`src/rtl/mcct_pkg.sv`:
```
// Shared types and constants for the multi-channel compare timer.
`default_nettype none

package mcct_pkg;

    localparam int NUM_CH     = 4;
    localparam int CNT_W      = 16;
    localparam int PSC_W      = 17;
    localparam int IRQ_W      = NUM_CH + 1;
    localparam int APB_ADDR_W = 5;
    localparam int APB_DATA_W = 32;
    localparam int REG_IDX_W  = APB_ADDR_W - 2;

    localparam logic [PSC_W-1:0] PRESCALE_MAX = PSC_W'(65536);
    localparam logic [PSC_W-1:0] PRESCALE_MIN = PSC_W'(1);
    localparam int               OVF_EN_BIT   = NUM_CH;

    // transaction function codes
    localparam logic FUNC_TICK  = 1'b0;
    localparam logic FUNC_REARM = 1'b1;

    // register indexes (byte address = 4 * index)
    localparam logic [REG_IDX_W-1:0] REG_PRESCALE = REG_IDX_W'(0);
    localparam logic [REG_IDX_W-1:0] REG_STEP_1   = REG_IDX_W'(1);
    localparam logic [REG_IDX_W-1:0] REG_STEP_2   = REG_IDX_W'(2);
    localparam logic [REG_IDX_W-1:0] REG_STEP_3   = REG_IDX_W'(3);
    localparam logic [REG_IDX_W-1:0] REG_STEP_4   = REG_IDX_W'(4);
    localparam logic [REG_IDX_W-1:0] REG_IRQ_EN   = REG_IDX_W'(5);

    typedef struct packed {
        logic [PSC_W-1:0]               prescale;
        logic [NUM_CH-1:0][CNT_W-1:0]   step;
        logic [IRQ_W-1:0]               irq_en;
    } cfg_t;

endpackage

`default_nettype wire

```
`src/rtl/mcct_in_if.sv`:
```
// Input channel: tick or re-arm transactions.
`default_nettype none

interface mcct_in_if;
    logic       valid;
    logic       ready;
    logic       func;
    logic [1:0] channel;

    modport source (output valid, output func, output channel, input ready);
    modport sink   (input valid, input func, input channel, output ready);
endinterface

`default_nettype wire

```
`src/rtl/mcct_out_if.sv`:
```
// Result channel: counter value and event flags.
`default_nettype none

interface mcct_out_if;
    logic        valid;
    logic        ready;
    logic [15:0] count_value;
    logic [3:0]  match_events;
    logic        overflow_event;
    logic        irq_request;

    modport source (output valid, output count_value, output match_events,
                    output overflow_event, output irq_request, input ready);
    modport sink   (input valid, input count_value, input match_events,
                    input overflow_event, input irq_request, output ready);
endinterface

`default_nettype wire

```
`src/rtl/mcct_regs.sv`:
```
// APB configuration register file for the compare timer.
`default_nettype none

module mcct_regs
    import mcct_pkg::*;
(
    input  wire logic                  clk,
    input  wire logic                  rst_n,
    input  wire logic                  psel,
    input  wire logic                  penable,
    input  wire logic                  pwrite,
    input  wire logic [APB_ADDR_W-1:0] paddr,
    input  wire logic [APB_DATA_W-1:0] pwdata,
    output logic      [APB_DATA_W-1:0] prdata,
    output logic                       pready,
    output cfg_t                       cfg
);

    logic [PSC_W-1:0]             prescale_reg;
    logic [NUM_CH-1:0][CNT_W-1:0] step_reg;
    logic [IRQ_W-1:0]             irq_en_reg;
    logic [REG_IDX_W-1:0]         idx;
    logic                         wr_en;

    assign pready = 1'b1;
    assign idx    = paddr[APB_ADDR_W-1:2];
    assign wr_en  = psel && penable && pwrite && pready;

    always_ff @(posedge clk or negedge rst_n)
    begin
        if (!rst_n)
        begin
            prescale_reg <= PRESCALE_MIN;
            step_reg     <= '0;
            irq_en_reg   <= '0;
        end
        else if (wr_en)
        begin
            case (idx)
                REG_PRESCALE: prescale_reg <= pwdata[PSC_W-1:0];
                REG_STEP_1:   step_reg[0]  <= pwdata[CNT_W-1:0];
                REG_STEP_2:   step_reg[1]  <= pwdata[CNT_W-1:0];
                REG_STEP_3:   step_reg[2]  <= pwdata[CNT_W-1:0];
                REG_STEP_4:   step_reg[3]  <= pwdata[CNT_W-1:0];
                REG_IRQ_EN:   irq_en_reg   <= pwdata[IRQ_W-1:0];
                default:      ;
            endcase
        end
    end

    always_comb
    begin
        case (idx)
            REG_PRESCALE: prdata = APB_DATA_W'(prescale_reg);
            REG_STEP_1:   prdata = APB_DATA_W'(step_reg[0]);
            REG_STEP_2:   prdata = APB_DATA_W'(step_reg[1]);
            REG_STEP_3:   prdata = APB_DATA_W'(step_reg[2]);
            REG_STEP_4:   prdata = APB_DATA_W'(step_reg[3]);
            REG_IRQ_EN:   prdata = APB_DATA_W'(irq_en_reg);
            default:      prdata = '0;
        endcase
    end

    assign cfg.prescale = prescale_reg;
    assign cfg.step     = step_reg;
    assign cfg.irq_en   = irq_en_reg;

endmodule

`default_nettype wire

```
`src/rtl/multi_channel_compare_timer.sv`:
```
// Top level: prescaled 16-bit counter with four output-compare channels.
`default_nettype none

// Each transaction on in_ch is a timer tick (func 0) or a re-arm of one compare
// channel (func 1, compare = count + step). Every accepted transaction yields
// exactly one result on out_ch, passing first through the input register and
// then through the result register. The block takes one transaction per clock
// while out_ch is not stalled; the counter, prescaler and compare registers are
// updated together with the result register, so back-to-back ticks see each
// other's effect. A stalled out_ch stalls in_ch through the same two registers.
// There is no post-reset initialization; registers are written over APB at
// byte address 4*index and should only be changed while no transaction is in
// flight.
module multi_channel_compare_timer
    import mcct_pkg::*;
(
    input  wire logic                  clk,
    input  wire logic                  rst_n,
    input  wire logic                  psel,
    input  wire logic                  penable,
    input  wire logic                  pwrite,
    input  wire logic [APB_ADDR_W-1:0] paddr,
    input  wire logic [APB_DATA_W-1:0] pwdata,
    output logic      [APB_DATA_W-1:0] prdata,
    output logic                       pready,
    mcct_in_if.sink                    in_ch,
    mcct_out_if.source                 out_ch
);

    cfg_t cfg;

    logic                         s1_valid_reg;
    logic                         s1_func_reg;
    logic [1:0]                   s1_channel_reg;

    logic [CNT_W-1:0]             psc_count_reg;
    logic [CNT_W-1:0]             psc_count_next;
    logic [CNT_W-1:0]             counter_reg;
    logic [CNT_W-1:0]             counter_next;
    logic [NUM_CH-1:0][CNT_W-1:0] compare_reg;
    logic [NUM_CH-1:0][CNT_W-1:0] compare_next;

    logic                         out_valid_reg;
    logic [CNT_W-1:0]             out_count_reg;
    logic [NUM_CH-1:0]            out_match_reg;
    logic                         out_ovf_reg;
    logic                         out_irq_reg;

    logic                         out_free;
    logic                         s1_fire;
    logic [PSC_W-1:0]             eff_prescale;
    logic [PSC_W-1:0]             psc_inc;
    logic                         advance;
    logic [CNT_W-1:0]             cnt_inc;
    logic [NUM_CH-1:0]            match_vec;
    logic                         ovf;
    logic                         irq;

    mcct_regs u_regs (
        .clk     (clk),
        .rst_n   (rst_n),
        .psel    (psel),
        .penable (penable),
        .pwrite  (pwrite),
        .paddr   (paddr),
        .pwdata  (pwdata),
        .prdata  (prdata),
        .pready  (pready),
        .cfg     (cfg)
    );

    assign out_free    = !out_valid_reg || out_ch.ready;
    assign s1_fire     = s1_valid_reg && out_free;
    assign in_ch.ready = !s1_valid_reg || out_free;

    // input register
    always_ff @(posedge clk or negedge rst_n)
    begin
        if (!rst_n)
        begin
            s1_valid_reg <= 1'b0;
        end
        else if (in_ch.ready)
        begin
            s1_valid_reg <= in_ch.valid;
        end
    end

    always_ff @(posedge clk)
    begin
        if (in_ch.valid && in_ch.ready)
        begin
            s1_func_reg    <= in_ch.func;
            s1_channel_reg <= in_ch.channel;
        end
    end

    // zero acts as 1, anything above the maximum saturates
    always_comb
    begin
        if (cfg.prescale == '0)
        begin
            eff_prescale = PRESCALE_MIN;
        end
        else if (cfg.prescale > PRESCALE_MAX)
        begin
            eff_prescale = PRESCALE_MAX;
        end
        else
        begin
            eff_prescale = cfg.prescale;
        end
    end

    assign psc_inc = PSC_W'(psc_count_reg) + PSC_W'(1);
    assign advance = psc_inc >= eff_prescale;
    assign cnt_inc = counter_reg + CNT_W'(1);

    always_comb
    begin
        psc_count_next = psc_count_reg;
        counter_next   = counter_reg;
        compare_next   = compare_reg;
        match_vec      = '0;
        ovf            = 1'b0;
        irq            = 1'b0;
        if (s1_fire)
        begin
            if (s1_func_reg == FUNC_REARM)
            begin
                compare_next[s1_channel_reg] = counter_reg + cfg.step[s1_channel_reg];
            end
            else
            begin
                if (advance)
                begin
                    psc_count_next = '0;
                    counter_next   = cnt_inc;
                    ovf            = (cnt_inc == '0);
                    for (int i = 0; i < NUM_CH; i++)
                    begin
                        if (compare_reg[i] == cnt_inc)
                        begin
                            match_vec[i]    = 1'b1;
                            compare_next[i] = compare_reg[i] + cfg.step[i];
                        end
                    end
                end
                else
                begin
                    psc_count_next = psc_inc[CNT_W-1:0];
                end
                irq = (|(match_vec & cfg.irq_en[NUM_CH-1:0]))
                      || (ovf && cfg.irq_en[OVF_EN_BIT]);
            end
        end
    end

    always_ff @(posedge clk or negedge rst_n)
    begin
        if (!rst_n)
        begin
            psc_count_reg <= '0;
            counter_reg   <= '0;
            compare_reg   <= '0;
        end
        else
        begin
            psc_count_reg <= psc_count_next;
            counter_reg   <= counter_next;
            compare_reg   <= compare_next;
        end
    end

    // result register
    always_ff @(posedge clk or negedge rst_n)
    begin
        if (!rst_n)
        begin
            out_valid_reg <= 1'b0;
        end
        else if (out_free)
        begin
            out_valid_reg <= s1_valid_reg;
        end
    end

    always_ff @(posedge clk)
    begin
        if (s1_fire)
        begin
            out_count_reg <= counter_next;
            out_match_reg <= match_vec;
            out_ovf_reg   <= ovf;
            out_irq_reg   <= irq;
        end
    end

    assign out_ch.valid          = out_valid_reg;
    assign out_ch.count_value    = out_count_reg;
    assign out_ch.match_events   = out_match_reg;
    assign out_ch.overflow_event = out_ovf_reg;
    assign out_ch.irq_request    = out_irq_reg;

endmodule

`default_nettype wire

```
`src/flat_wrapper.sv`:
```
// flat-port wrapper written by rule: the top's interface ports become plain ports
module multi_channel_compare_timer_flat import mcct_pkg::*;
  (clk, rst_n, psel, penable, pwrite, paddr, pwdata, prdata, pready, in_ch_valid, in_ch_func, in_ch_channel, in_ch_ready, out_ch_valid, out_ch_count_value, out_ch_match_events, out_ch_overflow_event, out_ch_irq_request, out_ch_ready);
  mcct_in_if in_ch_i ();
  mcct_out_if out_ch_i ();
  input  wire logic clk;
  input  wire logic rst_n;
  input  wire logic psel;
  input  wire logic penable;
  input  wire logic pwrite;
  input  wire logic [APB_ADDR_W-1:0] paddr;
  input  wire logic [APB_DATA_W-1:0] pwdata;
  output logic      [APB_DATA_W-1:0] prdata;
  output logic pready;
  input wire logic [$bits(in_ch_i.valid)-1:0] in_ch_valid;
  input wire logic [$bits(in_ch_i.func)-1:0] in_ch_func;
  input wire logic [$bits(in_ch_i.channel)-1:0] in_ch_channel;
  output wire logic [$bits(in_ch_i.ready)-1:0] in_ch_ready;
  output wire logic [$bits(out_ch_i.valid)-1:0] out_ch_valid;
  output wire logic [$bits(out_ch_i.count_value)-1:0] out_ch_count_value;
  output wire logic [$bits(out_ch_i.match_events)-1:0] out_ch_match_events;
  output wire logic [$bits(out_ch_i.overflow_event)-1:0] out_ch_overflow_event;
  output wire logic [$bits(out_ch_i.irq_request)-1:0] out_ch_irq_request;
  input wire logic [$bits(out_ch_i.ready)-1:0] out_ch_ready;
  assign in_ch_i.valid = in_ch_valid;
  assign in_ch_i.func = in_ch_func;
  assign in_ch_i.channel = in_ch_channel;
  assign in_ch_ready = in_ch_i.ready;
  assign out_ch_valid = out_ch_i.valid;
  assign out_ch_count_value = out_ch_i.count_value;
  assign out_ch_match_events = out_ch_i.match_events;
  assign out_ch_overflow_event = out_ch_i.overflow_event;
  assign out_ch_irq_request = out_ch_i.irq_request;
  assign out_ch_i.ready = out_ch_ready;
  multi_channel_compare_timer u_core (.clk(clk), .rst_n(rst_n), .psel(psel), .penable(penable), .pwrite(pwrite), .paddr(paddr), .pwdata(pwdata), .prdata(prdata), .pready(pready), .in_ch(in_ch_i), .out_ch(out_ch_i));
endmodule
```
`config.mk`:
```
export PLATFORM = sky130hd
export DESIGN_NAME = multi_channel_compare_timer_flat
export DESIGN_NICKNAME = d
export VERILOG_FILES = /design/src/rtl/mcct_pkg.sv /design/src/rtl/mcct_in_if.sv /design/src/rtl/mcct_out_if.sv /design/src/rtl/mcct_regs.sv /design/src/rtl/multi_channel_compare_timer.sv /design/src/flat_wrapper.sv
export SDC_FILE = /design/constraint.sdc
export NUM_CORES = 1
export LEC_CHECK = 0
export BUFFER_PORTS_ARGS = -buffer_cell sky130_fd_sc_hd__buf_2
export CAP_MARGIN = 20
export CELL_PAD_IN_SITES_DETAIL_PLACEMENT = 0
export CELL_PAD_IN_SITES_GLOBAL_PLACEMENT = 1
export CORE_MARGIN = 4
export CORE_UTILIZATION = 51
export CTS_CLUSTER_DIAMETER = 30
export DETAILED_ROUTE_END_ITERATION = 6
export PLACE_DENSITY_LB_ADDON = 0.3
export SLEW_MARGIN = 5
export SYNTH_ARGS = -nofsm -noshare
export SYNTH_HDL_FRONTEND = slang
export SYNTH_SLANG_ARGS = --single-unit
```
`constraint.sdc`:
```
create_clock -name clk -period 10.9 [get_ports clk]
set_input_delay 2.18 -clock clk [delete_from_list [all_inputs] [get_ports clk]]
set_output_delay 2.18 -clock clk [all_outputs]
set_load 0.03 [all_outputs]
```
==> results by group, run 1 <==
Status
  • Run status: complete, no violations

Timing
  • Tmin final: 6.359 ns
  • Relative slew slack: 32.10%
  • Setup_tns: 0 ns
  • Final Setup Violations: 0
  • Max Slew Vio Count: 0
  • Clock skew: 0.02745 ns
  • Final hold vios: 0
  • Tightest Pin Transition: 1.018 ns
  • Tcrit/Tclk final: 58.34%
  • Unrepaired setup endpoints after global routing: false
  • Maximum clock frequency: 157.3 MHz

Setup path
  • Arr. time, crit path: 4.18 ns
  • Worst Path Required: 8.72 ns
  • Crit end category: output port
  • Worst R2R Path Depth: 19
  • Critical path class: in2out
  • Startpoint Class: input port
  • Worst-path fanout max: 35
  • Worst R2R Setup Slack: 5.29 ns

Clock network
  • Root Buffer: clkbuf_16
  • Clk buf depth: 3
  • Resized cells post-CTS: 0
  • Num CTS Buffers: 54
  • H-tree depth: 2
  • Setup Buffers After CTS: 0
  • Hold buffers post-CTS: 0
  • Clock sink count: 209
  • Clk Latency, worst-skew pair: 0.57 ns
  • CTS tree: built
  • Clk pin slew, worst setup/hold paths: 0.04 ns

Global routing
  • Grt met1 use: 39.09%
  • M2 GR Usage: 47.40%
  • Remaining Overflow, GRT: 0
  • Antenna violations before repair: 0
  • Total track usage: 28.70%
  • Grt peak-use layer: met2
  • Largest net degree at the start of global routing: 111
  • Global-route wire length before repair: 73800 um
  • Grt met3 use: 4.367%
  • Vias in the first global route: 12.70k

Synth
  • Synth warn: 0
  • Netlist cell types: 85
  • Synth Flop Type: dfrtp_1
  • Gate Count Post-Synth: 1541
  • Post-synthesis sequential area ratio: 34.94%
  • #FFs+latches synth: 209
  • Most frequent cell after synthesis: dfrtp_1
  • Ys async rst share: 88.04%
  • Avg Inst Size Synth: 9.949 um2
  • Synth area leader: dfrtp_1
  • Post-synth top area share: 29.87%
  • Area contributors post-synth: dfrtp_1, ha_1, mux2_2
  • Syn Std Cell Area: 15330 um2
  • Synth cell count leaders: dfrtp_1, nand2_1, mux2_2, ha_1, xnor2_1
  • Post-synth EDFFs: 25

Floorplan
  • Core ar.: 29640 um2
  • IO Pins: 104
  • Initial core utilization: 51.73%
  • Die span in x: 181.4 um
  • Die height: 181.4 um
  • Row cnt: 63
  • Die area: 32900 um2

Hold path
  • Worst Hold Depth: 1
  • Hold crit path type: reg2reg

Finish
  • Synth-to-layout area growth: 15.40%
  • Antenna Diode Count: 0
  • Share of layout cells above drive strength 1: 19.64%
  • Layout net count: 1759
  • Post-route design area: 17690 um2

Routing
  • Initial DRC Count: 914
  • Routed WL per cell: 23.43 um
  • Antenna Nets Post-Route: 0
  • Routed Wire Length: 47910 um
  • Post-detailed-route via-to-cell ratio: 6.212
  • TritonRoute pass-1 iters: 5
  • Total number of vias: 12.70k
  • Final routed DRC violation total: 0

Placed design
  • Placed cell area: 15910 um2
  • PortBufs: 70
  • RePlAce Congestion: 0.9219
  • Placed wire-length estimate: 35690 um

Power
  • LEAKAGE: 7.846 nW
  • PwrDens: 248.8 nW/um2
  • Max IR drop VDD: 0.1726 mV

Job
  • Max_cap viols: 0
[path summary, 6_finish.rpt]
check,from,end
setup / recovery,paddr[3],prdata[8]
hold / removal,u_core.s1_valid_reg$_DFFE_PN0N_,u_core.out_ch.valid$_DFFE_PN0P_
setup reg to reg,u_core.psc_count_reg[0]$_DFFE_PN0P_,u_core.compare_reg[31]$_DFFE_PN0P_
hold reg to reg,u_core.s1_valid_reg$_DFFE_PN0N_,u_core.out_ch.valid$_DFFE_PN0P_
max in group asynchronous,rst_n,u_core.compare_reg[19]$_DFFE_PN0P_
min in group asynchronous,rst_n,u_core.compare_reg[34]$_DFFE_PN0P_
[cell families after synthesis]
group,after synthesis,synth area share [%]
adders and majority gates,100,8.406
muxes,147,12.05
other,2,0.04899
xor gates and xnor gates,170,10.48
buffers and inverters,128,3.974
DFF,209,34.94
and+or+nand+nor,428,14.53
AOI/OAI and AO/OA,357,15.57
[final cells by class]
| cell class | instances | area [um2] |
|---|---|---|
| multi-input combinational | 1218 | 9418 |
| fill | 2565 | 11950 |
| timing repair buffer | 88 | 494.2 |
| sequential | 209 | 5356 |
| clock buffer | 68 | 1454 |
| inverter | 41 | 153.9 |
| tap | 390 | 488.0 |
| clock inverter | 31 | 327.8 |
[power breakdown]
group | internal (mW) | switching [mW]
logic | 0.734 | 0.890
clock network | 1.02 | 0.514
registers | 0.974 | 0.267
[critical path: stages]
cell and delay, ns:
buf_2 0.58, nor2b_1 0.75, a21oi_1 0.15, o22ai_1 0.25, buf_2 0.26
[placed cells by master (no fill, tap or decap), drive strengths merged, types with 38 or more instances in the layout]
master and n:
nand2 110, clkbuf 69, nand3 39, o21ai 74, mux2 107, xor2 66, inv 48, nor3 38
ha 95, nor2 89, xnor2 96, buf 87, a21oi 74, dfrtp 183
[metal layers]
| metal | part of all wire, % | vias to the layer above |
|---|---|---|
| met5 | 0 | - |
| li1 | - | 5855 |
| met3 | 6.5 | 95 |
| met1 | 43 | 6284 |
| met4 | 3.2 | 0 |
| met2 | 47 | 470 |
[through the flow]
stage	power, mW	std cells	util [%]	setup WS [ns]	hold slack, ns
finish	4.401	2045	59.69	4.541	0.4901
global route	4.639	2045	59.69	4.494	0.5120
CTS	4.392	2045	59.69	4.592	0.4944
detailed placement	2.838	1946	53.68	4.589	0.4938
global placement	2.790	1946	53.68	4.612	0.4776
floorplan	2.390	1555	-	4.900	0.4572
(Power assumes the default switching activity.)
==> run 2, diff against run 1 <==
Settings changed: CORE_UTILIZATION 51 to 49.
Clock period 10.9 ns to 6.2 ns, I/O delays scaled along.
==> run 2 against run 1 <==
- combinational power grew 75%
- flip-flop and latch count is the same
- largest cell class unchanged
- global-route usage shrank 0.36 points
- register-to-register slack lost 4.3 ns
- cell area grew 3.0%
- non-clock buffer count grew 4
- utilization shrank 0.42 points
- clock power grew 120%
- hold slack gained 0.00072 ns
- die area grew 3.9%
- largest power group is now clock
- count of clock-buffer cells in the layout grew 9
- first-iteration DRC count grew 7.0%
==> results by group, run 2 (synthesized netlist as in run 1, its figures left out) <==
Placed design
  • RePlAce Congestion: 0.9191
  • Cells after DPL: 1955
  • Placed wire-length estimate: 36480 um
  • PortBufs: 70

Setup path
  • Startpoint Class: flip-flop
  • Slowest cell on crit path: o31ai_1
  • Arr. time, crit path: 5.61 ns
  • Crit path largest cell delay: 0.75 ns
  • Worst R2R Path Depth: 16
  • Worst Path Required: 6.65 ns
  • Worst-path fanout max: 20
  • Crit end category: flip-flop
  • CP Launch Point: u_core.psc_count_reg[0]$_DFFE_PN0P_
  • Critical-path cell list: ha_1, nand3_1, nor2_1, nand2_1, nor2_1, and3_1, xor2_1, ha_1, a21oi_1, o21ai_0, o31ai_1, a21oi_2, buf_8, nand3_1, and2_1, mux2_2
  • Critical path class: reg2reg
  • FF-to-FF Start: u_core.psc_count_reg[0]$_DFFE_PN0P_
  • Worst R2R Setup Slack: 1.04 ns
  • Reg2reg end: u_core.compare_reg[10]$_DFFE_PN0P_

Global routing
  • M2 GR Usage: 47.55%
  • Remaining Overflow, GRT: 0
  • Vias in the first global route: 12.90k
  • Antenna violations before repair: 1
  • Grt met3 use: 4.969%
  • Grt met1 use: 37.53%
  • Total track usage: 28.33%
  • Grt peak-use layer: met2
  • Global-route wire length before repair: 74870 um
  • Largest net degree at the start of global routing: 76

Finish
  • Util after Layout: 59.27%
  • Most common cell after layout, fill and taps aside: dfrtp_1
  • Share of layout cells above drive strength 1: 20.53%
  • Final Non-Filler Cells: 2072
  • Layout net count: 1770
  • Multi-input gate area: 9418 um2
  • Antenna Diode Count: 0
  • Flip-flop and latch area: 5356 um2
  • Layout fillers: 2629
  • Most frequent cells in the layout: dfrtp_1, nand2_1, mux2_2
  • Synth-to-layout area growth: 18.88%

Timing
  • Relative slew slack: 33.45%
  • Unrepaired setup endpoints after global routing: false
  • Tcrit/Tclk final: 83.23%
  • Tightest Pin Transition: 0.9945 ns
  • Max Slew Vio Count: 0
  • Tmin final: 5.160 ns
  • Maximum clock frequency: 193.8 MHz
  • Setup_tns: 0 ns
  • Clock skew: 0.04239 ns
  • Final Setup Violations: 0
  • Final hold vios: 0

Routing
  • Final routed DRC violation total: 0
  • Routed Wire Length: 48270 um
  • TritonRoute pass-1 iters: 7
  • Antenna Nets Post-Route: 0
  • Routed WL per cell: 23.30 um
  • Post-detailed-route via-to-cell ratio: 6.182
  • Total number of vias: 12.81k
  • Initial DRC Count: 978

Clock network
  • Clk pin slew, worst setup/hold paths: 0.05 ns
  • Clock sink count: 209
  • Clk buf depth: 3
  • Hold buffers post-CTS: 0
  • Clk Latency, worst-skew pair: 0.60 ns
  • CTS tree: built
  • H-tree depth: 2
  • Resized cells post-CTS: 0
  • Setup Buffers After CTS: 0
  • Root Buffer: clkbuf_16
  • Num CTS Buffers: 61

Job
  • Max_cap viols: 0

Hold path
  • Hold Crit Endpoint: u_core.out_ch.valid$_DFFE_PN0P_
  • Worst Hold Depth: 1
  • Hold crit path type: reg2reg
  • Worst hold start: u_core.s1_valid_reg$_DFFE_PN0N_

Floorplan
  • Initial core utilization: 49.86%
  • Core ar.: 30750 um2
  • Die area: 34180 um2
  • IO Pins: 104
  • Die span in x: 184.9 um
  • Row cnt: 64
  • Die height: 184.9 um

Power
  • PwrDens: 461.7 nW/um2
  • LEAKAGE: 8.100 nW
  • Total Power: 8.414 mW
  • Max IR drop VDD: 0.3123 mV

Status
  • Run status: complete, no violations
[run 2: worst max-delay path: cells and delay by family (launching register included)]
family	cells	cell delay (ns)
and+or+nand+nor	7	1.88
buffers and inverters	1	0.24
xor gates and xnor gates	1	0.16
adders and majority gates	2	0.54
AOI/OAI and AO/OA	4	1.33
DFF	1	0.45
muxes	1	0.41
[run 2: metal layers]
| layer | share of wire [%] | vias up |
|---|---|---|
| met5 | 0.027 | - |
| met4 | 3.1 | 2 |
| met3 | 6.7 | 111 |
| met2 | 48 | 436 |
| met1 | 42 | 6372 |
| li1 | - | 5889 |
[run 2: per-stage QoR]
stage               cell area (um2)  setup WS (ns)  hold WS, ns
floorplan                     15380          2.080       0.4572
global placement              15940          1.077       0.4875
detailed placement            15940         0.9560       0.4952
CTS                           18210         0.8583       0.4986
global route                  18230         0.6331       0.5137
finish                        18230          1.040       0.4909
[run 2: layout make-up]
cell class,instances,area share [%]
clock buffer,77,9.090
inverter,41,0.8444
clock inverter,39,3.364
multi-input combinational,1218,51.68
timing repair buffer,92,2.918
tap,396,2.719
sequential,209,29.39
[run 2: how the worst max path moves through the flow]
| stage | endpoint | cells past startpoint |
|---|---|---|
| global route | u_core.compare_reg[14]$_DFFE_PN0P_ | 17 |
| CTS | u_core.compare_reg[9]$_DFFE_PN0P_ | 19 |
| global placement | u_core.compare_reg[0]$_DFFE_PN0P_ | 19 |
| floorplan | prdata[2] | 5 |
| finish | u_core.compare_reg[10]$_DFFE_PN0P_ | 16 |
| detailed placement | u_core.compare_reg[1]$_DFFE_PN0P_ | 19 |
[run 2: report_power, final]
group          switching, mW  total (mW)  leakage, nW  internal [mW]
combinational           1.53        2.83         4.43           1.29
sequential             0.480        2.19         2.57           1.71
clock                  0.941        3.39         1.10           2.45
